## src/hdl/kmle_pkg.sv

```systemverilog
// Shared constants and types for the key matrix layer event engine.
package kmle_pkg;

   localparam int ROW_COUNT   = 4;
   localparam int COL_COUNT   = 8;
   localparam int LAYER_COUNT = 4;
   localparam int KEY_COUNT   = 32;
   localparam int STORE_DEPTH = 128;
   localparam int ADDR_W      = 7;

   localparam int REQ_DATA_W  = 48;
   localparam int RSP_DATA_W  = 16;

   localparam logic [7:0] DEBOUNCE_RESET    = 8'd6;
   localparam logic [7:0] CODE_FLOOR_RESET  = 8'd8;
   localparam logic [7:0] FIRST_ACT_RESET   = 8'd1;
   localparam logic [7:0] STABLE_MAX        = 8'd255;
   localparam logic [7:0] ACTION_COUNT      = 8'd8;

   typedef enum logic [1:0] {
      EV_PRESS       = 2'd0,
      EV_RELEASE     = 2'd1,
      EV_RELEASE_ALL = 2'd2,
      EV_ACTION      = 2'd3
   } ev_kind_type;

   typedef enum logic [2:0] {
      CSR_DEBOUNCE    = 3'd0,
      CSR_LAYER_ONE   = 3'd1,
      CSR_LAYER_TWO   = 3'd2,
      CSR_LAYER_THREE = 3'd3,
      CSR_CODE_FLOOR  = 3'd4,
      CSR_FIRST_ACT   = 3'd5
   } csr_index_type;

   localparam logic [0:0] MODE_LAYOUT = 1'b1;

   typedef struct packed {
      ev_kind_type kind;
      logic [7:0]  code;
      logic [2:0]  action;
   } event_type;

endpackage

```

## src/hdl/key_matrix_layer_event_engine.sv

```systemverilog
// Key matrix debouncer with layered keycode lookup and event emission.
// A layout write or a sample that is not accepted leaves the engine idle. An accepted
// sample walks every key with a store read and then an evaluate step, then a final
// flush step, through the single store read port; no new request is taken until the
// walk is done, and result backpressure stalls the evaluate and flush steps.
// Reset is synchronous: state and CSRs return to defaults; the layout store reads zero.
module key_matrix_layer_event_engine
   import kmle_pkg::*;
(
   input  logic                  clock,
   input  logic                  reset,
   input  logic                  req_tvalid,
   output logic                  req_tready,
   // key_bits[31:0], entry_layer[33:32], entry_row[35:34], entry_col[38:36],
   // entry_code[46:39], zero [47]
   input  logic [REQ_DATA_W-1:0] req_tdata,
   // mode[0]
   input  logic                  req_tuser,
   output logic                  rsp_tvalid,
   input  logic                  rsp_tready,
   // key_code[7:0], action[10:8], zero [15:11]
   output logic [RSP_DATA_W-1:0] rsp_tdata,
   // event_res[1:0]
   output logic [1:0]            rsp_tuser,
   output logic                  rsp_tlast,
   input  logic                  csr_we,
   input  logic [2:0]            csr_index,
   input  logic [31:0]           csr_wdata
);

   typedef enum logic [1:0] {
      ST_IDLE,
      ST_READ,
      ST_EVAL,
      ST_FLUSH
   } state_type;

   state_type   state_ff, state_in;
   logic [7:0]  debounce_ff;
   logic [31:0] layer_one_ff, layer_two_ff, layer_three_ff;
   logic [7:0]  code_floor_ff, first_act_ff;

   logic [31:0] prev_ff, prev_in;
   logic [31:0] accepted_ff, accepted_in;
   logic [31:0] changed_ff, changed_in;
   logic [7:0]  stable_ff, stable_in;
   logic [1:0]  layer_ff, layer_in;
   logic [2:0]  row_ff, row_in;
   logic [2:0]  col_ff, col_in;
   event_type   pend_ff, pend_in;
   logic        pend_valid_ff, pend_valid_in;
   event_type   rsp_ev_ff, rsp_ev_in;
   logic        rsp_last_ff, rsp_last_in;
   logic        rsp_valid_ff, rsp_valid_in;

   logic [7:0]             layout_mem [STORE_DEPTH];
   logic [STORE_DEPTH-1:0] entry_valid_ff;
   logic [7:0]             mem_rd_ff;
   logic                   mem_rd_valid_ff;

   logic              req_fire, wr_en, rd_en;
   logic [ADDR_W-1:0] wr_addr, rd_addr;
   logic [31:0]       sample;
   logic [7:0]        stable_next;
   logic              take;
   logic [1:0]        layer_sel;
   logic              out_free;
   logic [5:0]        key_idx;
   logic              key_ok, key_chg, key_on, last_key;
   logic [7:0]        code, act_diff;
   logic              is_act;
   event_type         cand;
   logic              cand_valid;

   assign req_tready = (state_ff == ST_IDLE);
   assign req_fire   = req_tvalid && req_tready;
   assign sample     = req_tdata[31:0];
   assign wr_en      = req_fire && (req_tuser == MODE_LAYOUT[0]);
   assign wr_addr    = {req_tdata[33:32], req_tdata[35:34], req_tdata[38:36]};
   assign rd_en      = (state_ff == ST_READ);
   assign rd_addr    = {layer_ff, row_ff[1:0], col_ff};
   assign out_free   = !rsp_valid_ff || rsp_tready;

   assign rsp_tvalid = rsp_valid_ff;
   assign rsp_tdata  = {5'd0, rsp_ev_ff.action, rsp_ev_ff.code};
   assign rsp_tuser  = rsp_ev_ff.kind;
   assign rsp_tlast  = rsp_last_ff;

   always_comb begin
      if (sample != prev_ff) begin
         stable_next = '0;
      end else if (stable_ff != STABLE_MAX) begin
         stable_next = stable_ff + 8'd1;
      end else begin
         stable_next = stable_ff;
      end
      take = (stable_next > debounce_ff) && (sample != accepted_ff);
      if ((sample & layer_one_ff) != '0) begin
         layer_sel = 2'd1;
      end else if ((sample & layer_two_ff) != '0) begin
         layer_sel = 2'd2;
      end else if ((sample & layer_three_ff) != '0) begin
         layer_sel = 2'd3;
      end else begin
         layer_sel = 2'd0;
      end
   end

   always_comb begin
      key_idx  = 6'(row_ff) * 6'(COL_COUNT) + 6'(col_ff);
      key_ok   = key_idx < 6'(KEY_COUNT);
      key_chg  = key_ok && changed_ff[key_idx[4:0]];
      key_on   = accepted_ff[key_idx[4:0]];
      last_key = (row_ff == 3'(ROW_COUNT - 1)) && (col_ff == 3'(COL_COUNT - 1));
      code     = mem_rd_valid_ff ? mem_rd_ff : 8'd0;
      act_diff = code - first_act_ff;
      is_act   = (code >= first_act_ff) && (act_diff < ACTION_COUNT);
      cand       = '{kind: EV_PRESS, code: 8'd0, action: 3'd0};
      cand_valid = 1'b0;
      if (key_chg) begin
         if (key_on) begin
            if (is_act) begin
               cand       = '{kind: EV_ACTION, code: 8'd0, action: act_diff[2:0]};
               cand_valid = 1'b1;
            end else if (code > code_floor_ff) begin
               cand       = '{kind: EV_PRESS, code: code, action: 3'd0};
               cand_valid = 1'b1;
            end
         end else if (code > code_floor_ff) begin
            cand       = '{kind: EV_RELEASE, code: code, action: 3'd0};
            cand_valid = 1'b1;
         end
      end
   end

   always_comb begin
      state_in      = state_ff;
      prev_in       = prev_ff;
      accepted_in   = accepted_ff;
      changed_in    = changed_ff;
      stable_in     = stable_ff;
      layer_in      = layer_ff;
      row_in        = row_ff;
      col_in        = col_ff;
      pend_in       = pend_ff;
      pend_valid_in = pend_valid_ff;
      rsp_ev_in     = rsp_ev_ff;
      rsp_last_in   = rsp_last_ff;
      rsp_valid_in  = rsp_valid_ff && !rsp_tready;
      unique case (state_ff)
         ST_IDLE: begin
            if (req_fire && (req_tuser != MODE_LAYOUT[0])) begin
               prev_in   = sample;
               stable_in = stable_next;
               if (take) begin
                  accepted_in = sample;
                  changed_in  = sample ^ accepted_ff;
                  row_in      = '0;
                  col_in      = '0;
                  state_in    = ST_READ;
                  if (layer_sel != layer_ff) begin
                     pend_in       = '{kind: EV_RELEASE_ALL, code: 8'd0, action: 3'd0};
                     pend_valid_in = 1'b1;
                     layer_in      = layer_sel;
                  end
               end
            end
         end
         ST_READ: begin
            state_in = ST_EVAL;
         end
         ST_EVAL: begin
            if (!(cand_valid && pend_valid_ff && !out_free)) begin
               if (cand_valid) begin
                  if (pend_valid_ff) begin
                     rsp_ev_in    = pend_ff;
                     rsp_last_in  = 1'b0;
                     rsp_valid_in = 1'b1;
                  end
                  pend_in       = cand;
                  pend_valid_in = 1'b1;
               end
               if (last_key) begin
                  state_in = ST_FLUSH;
               end else begin
                  state_in = ST_READ;
                  if (col_ff == 3'(COL_COUNT - 1)) begin
                     col_in = '0;
                     row_in = row_ff + 3'd1;
                  end else begin
                     col_in = col_ff + 3'd1;
                  end
               end
            end
         end
         ST_FLUSH: begin
            if (!pend_valid_ff) begin
               state_in = ST_IDLE;
            end else if (out_free) begin
               rsp_ev_in     = pend_ff;
               rsp_last_in   = 1'b1;
               rsp_valid_in  = 1'b1;
               pend_valid_in = 1'b0;
               state_in      = ST_IDLE;
            end
         end
         default: begin
            state_in = ST_IDLE;
         end
      endcase
   end

   always_ff @(posedge clock) begin
      if (reset) begin
         state_ff       <= ST_IDLE;
         prev_ff        <= '0;
         accepted_ff    <= '0;
         stable_ff      <= '0;
         layer_ff       <= '0;
         row_ff         <= '0;
         col_ff         <= '0;
         pend_valid_ff  <= 1'b0;
         rsp_valid_ff   <= 1'b0;
         debounce_ff    <= DEBOUNCE_RESET;
         layer_one_ff   <= '0;
         layer_two_ff   <= '0;
         layer_three_ff <= '0;
         code_floor_ff  <= CODE_FLOOR_RESET;
         first_act_ff   <= FIRST_ACT_RESET;
      end else begin
         state_ff      <= state_in;
         prev_ff       <= prev_in;
         accepted_ff   <= accepted_in;
         stable_ff     <= stable_in;
         layer_ff      <= layer_in;
         row_ff        <= row_in;
         col_ff        <= col_in;
         pend_valid_ff <= pend_valid_in;
         rsp_valid_ff  <= rsp_valid_in;
         if (csr_we) begin
            unique case (csr_index)
               CSR_DEBOUNCE:    debounce_ff    <= csr_wdata[7:0];
               CSR_LAYER_ONE:   layer_one_ff   <= csr_wdata;
               CSR_LAYER_TWO:   layer_two_ff   <= csr_wdata;
               CSR_LAYER_THREE: layer_three_ff <= csr_wdata;
               CSR_CODE_FLOOR:  code_floor_ff  <= csr_wdata[7:0];
               CSR_FIRST_ACT:   first_act_ff   <= csr_wdata[7:0];
               default: begin
               end
            endcase
         end
      end
   end

   always_ff @(posedge clock) begin
      changed_ff  <= changed_in;
      pend_ff     <= pend_in;
      rsp_ev_ff   <= rsp_ev_in;
      rsp_last_ff <= rsp_last_in;
   end

   always_ff @(posedge clock) begin
      if (reset) begin
         entry_valid_ff <= '0;
      end else if (wr_en) begin
         entry_valid_ff[wr_addr] <= 1'b1;
      end
   end

   always_ff @(posedge clock) begin
      if (wr_en) begin
         layout_mem[wr_addr] <= req_tdata[46:39];
      end
      if (rd_en) begin
         mem_rd_ff       <= layout_mem[rd_addr];
         mem_rd_valid_ff <= entry_valid_ff[rd_addr];
      end
   end

endmodule
```

## config.mk

```make
export PLATFORM = sky130hd
export DESIGN_NAME = key_matrix_layer_event_engine
export DESIGN_NICKNAME = d
export VERILOG_FILES = /design/src/hdl/kmle_pkg.sv /design/src/hdl/key_matrix_layer_event_engine.sv
export SDC_FILE = /design/constraint.sdc
export NUM_CORES = 2
export LEC_CHECK = 0
export ABC_AREA = 0
export BUFFER_PORTS_ARGS = -buffer_cell sky130_fd_sc_hd__buf_4
export CORE_MARGIN = 1.5
export CORE_UTILIZATION = 35
export DETAILED_ROUTE_END_ITERATION = 6
export GPL_TIMING_DRIVEN = 0
export PLACE_DENSITY = 0.52
export SLEW_MARGIN = 15
export SYNTH_ARGS = -nofsm -noshare
export SYNTH_HDL_FRONTEND = slang
export SYNTH_SLANG_ARGS = --single-unit
```

## constraint.sdc

```tcl
create_clock -name clock -period 4.4 [get_ports clock]
set_input_delay 0.66 -clock clock [delete_from_list [all_inputs] [get_ports clock]]
set_output_delay 0.66 -clock clock [all_outputs]
set_load 0.1 [all_outputs]
```

==> results.toml <==
[drt]
viasPerCell = 5.26
routedWlPerCell_um = 26.9
drtPass1Iterations = 5
routed_wl_um = 162000
route.detailed.drc = 0
vias = 31653
ant_nets = 0
drt_iter0_markers = 2886

[placed_design]
dpl_worst_slack_ns = -1.17
gp_congestion = 0.846
post_dp_cell_area_sq_mm = 0.0601
dpl.hpwl_um = 109000
port_buffers = 70

[yosys]
synth_top_area_share = 0.578
ys_types = 63
syn_inst = 3488
synth_seq_cells = 1424
synth-compound-area-share = 0.0344
ys_seq_area_frac = 0.695
synth.cell_area_sq_mm = 0.0568
synth_flop_cell = "edfxtp_1"
synth_top_area_cell = "edfxtp_1"
synth_xor_area_frac = 0.0116
synthMuxAreaShare = 0.164
synth_fa_ha_area_frac = 0.00674
netlist_top_cells_count = "edfxtp_1, nor2_1, nand2_1, mux4_2, dfxtp_1"
yosys.area_share.simple = 0.0690
synth.most_common_cell = "edfxtp_1"
synth.area.top_cells = "edfxtp_1, mux4_2, dfxtp_1, nor2_1, nand2_1"
yosysWarnings = 0
ys_async_sr_fraction = 0
syn_avg_cell_area_sq_um = 16.3
synth-edff-count = 1092
synth_top_family_by_area = "multiplexers"

[timing]
setup_tns_ns = 0
finalCritPeriodShare = 0.998
hold_viol = 0
max_freq_mhz = 228
slew_violations = 0
rsz0062_at_grt = "yes"
setup_viol = 0
period_minus_slack_ns = 4.39
layout_setup_ws_ns = 0.00982
clock_skew_ns = 0.0557
tightest_slew_ns = 1.34
slew_headroom = 0.109

[pwr]
power.switching_mw = 6.45
ir_worst_vdd_uv = 377
intPower_mw = 22.3
power_mw = 28.8
clock_power_share = 0.458
power.leakage_nw = 20.6
p_sw_frac = 0.224
p_per_area_mw_per_mm2 = 440
p_seq_frac = 0.507
pwr-share-comb = 0.036

[clock_network]
numCtsBuffers = 156
cts_tree = "built"
ctsHoldBuffers = 0
clk_pin_slew_ns = 0.06
clk_latency_ns = 0.81
clockBufferDepth = 3
h-tree-depth = 4
clock-sinks = 1424
root_buffer = "clkbuf_16"

[floorplanning]
coreArea_sq_mm = 0.161
die_area_sq_mm = 0.165
num_rows = 147
fp.dieH_um = 406
pin_count = 110
dieWidth_um = 406
initial_utilization = 0.353

[layout]
final_util = 0.408
postLayoutCellArea_sq_mm = 0.0655
drive_above_1_share = 0.225
area_growth_pct = 15.4
fin_nets = 3840
nFillCells = 14745

[worst_setup_path]
reg2reg_depth = 8
start_kind = "flip-flop"
critPathSlowestCell = "nor2_1"
r2r_setup_slack_ns = 0.01
reg2reg_to = "layout_mem[70][5]"
crit_type = "reg2reg"
r2r-start = "state_ff[1]"
required_ns = 4.81
slowest_delay_ns = 0.91
crit_fanout = 10
path_cells = "inv_1 -> ha_1 -> clkbuf_1 -> nand3_1 -> nor2_1 -> nand3_1 -> clkbuf_1 -> nor2_1"
cp-end-kind = "flip-flop"
cp.arrival_ns = 4.80

[grt]
antenna_found_initial = 9
grt_overflow = 0
grt_use_total = 0.197
grt_pass1_vias = 31492
grt_pass1_wl_um = 230000
grt_max_degree = 129

[min_path]
holdPathEnd = "layer_one_ff[13]"
min-delay-start = "csr_wdata[13]"
hold_path.class = "in2reg"
hold_depth = 3

[flow_run]
drv_cap = 0

[status]
status = "finished, final reports clean"
-- critical path, delay by kind of cell, from the launching register on --
family                   cells  cell delay, ns
AND/OR/NAND/NOR              4            2.18
buffers and inverters        3            1.19
flip-flops                   1            0.34
adder cells (fa/ha/maj)      1            0.33
-- routing by layer --
layer,up-vias,track usage,wire length (um)
met5,-,0,43
met4,8,0.0438,2980
met3,203,0.0389,10900
met2,1076,0.319,77700
met1,16524,0.273,70200
li1,13842,-,-
-- worst max-delay path by stage --
stage                               start           endpoint  slack [ns]  cells after the start
after floorplan           mem_rd_valid_ff       rsp_tdata[0]        0.09                     14
after global placement       req_tdata[5]         pend_ff[6]       -1.57                     15
after detailed placement    req_tdata[18]         pend_ff[6]       -1.17                     15
after CTS                       col_ff[0]       mem_rd_ff[6]       0.001                      9
after global routing          state_ff[1]  layout_mem[70][5]       -0.16                      8
final                         state_ff[1]  layout_mem[70][5]        0.01                      8
-- kinds of logic after synthesis --
kind of cell             Yosys count
flip-flops                      1424
AND/OR/NAND/NOR                  953
multiplexers                     444
adder cells (fa/ha/maj)           30
AO/OA/AOI/OAI                    312
other                              1
buffers and inverters            249
XOR/XNOR                          75
-- timing repair --
action                     4_1_cts  5_1_grt
pin swaps                        1        0
setup endpoints to repair      100      319
resized for setup               21       40
cloned                           0        0
buffers inserted                 2        0
hold endpoints to repair         0        0
-- sequential cells by signal (all words and copies together) (netlist names), 3 cells and up --
register	count
debounce_ff	8
entry_valid_ff	128
layer_three_ff	32
col_ff	3
code_floor_ff	8
prev_ff	32
pend_ff	13
layer_two_ff	32
rsp_tdata	11
first_act_ff	8
accepted_ff	32
layer_one_ff	32
changed_ff	32
layout_mem	1024
stable_ff	8
mem_rd_ff	8
row_ff	3
-- power groups by stage --
stage,Combinational (mW),Clock [mW],Sequential (mW)
after floorplan,0.530,0,14.9
after global placement,0.999,0,14.9
after detailed placement,1.02,0,14.9
after CTS,1.02,13.4,14.6
after global routing,1.11,13.9,14.6
final,1.03,13.2,14.6
-- stage by stage --
stage / cells / hold slack (ns)
floorplan: 3492 / 0.400
global placement: 5722 / 0.404
detailed placement: 5723 / 0.405
CTS: 6014 / 0.0996
global route: 6014 / 0.121
finish: 6016 / 0.145
-- placed cells by master (no fill, tap or decap), types with 36 or more instances in the layout --
master     netlist  final
nor2_1         417    383
a21oi_1        179    178
clkbuf_16        0    157
edfxtp_1      1092   1092
nand2_1        401    401
buf_2           82     76
xor2_1          36     36
mux4_2         384    384
buf_4            6     74
a22oi_1         53     53
clkbuf_1       108    137
mux2i_1         55     55
xnor2_1         39     39
dfxtp_1        332    332
-- area by class of cell --
| cell class | instances | area [sq um] | area share |
|---|---|---|---|
| multi-input combinational | 1819 | 16400 | 0.250 |
| sequential | 1424 | 39400 | 0.602 |
| inverter | 32 | 120 | 0.00183 |
| buffer | 215 | 1030 | 0.0158 |
| tap | 2160 | 2700 | 0.0413 |
| timing repair buffer | 73 | 623 | 0.00951 |
| antenna | 2 | 5.00 | 0.0000764 |
| clock buffer | 204 | 4240 | 0.0647 |
| clock inverter | 87 | 968 | 0.0148 |
Note: power is estimated with default switching activity, not from simulation.
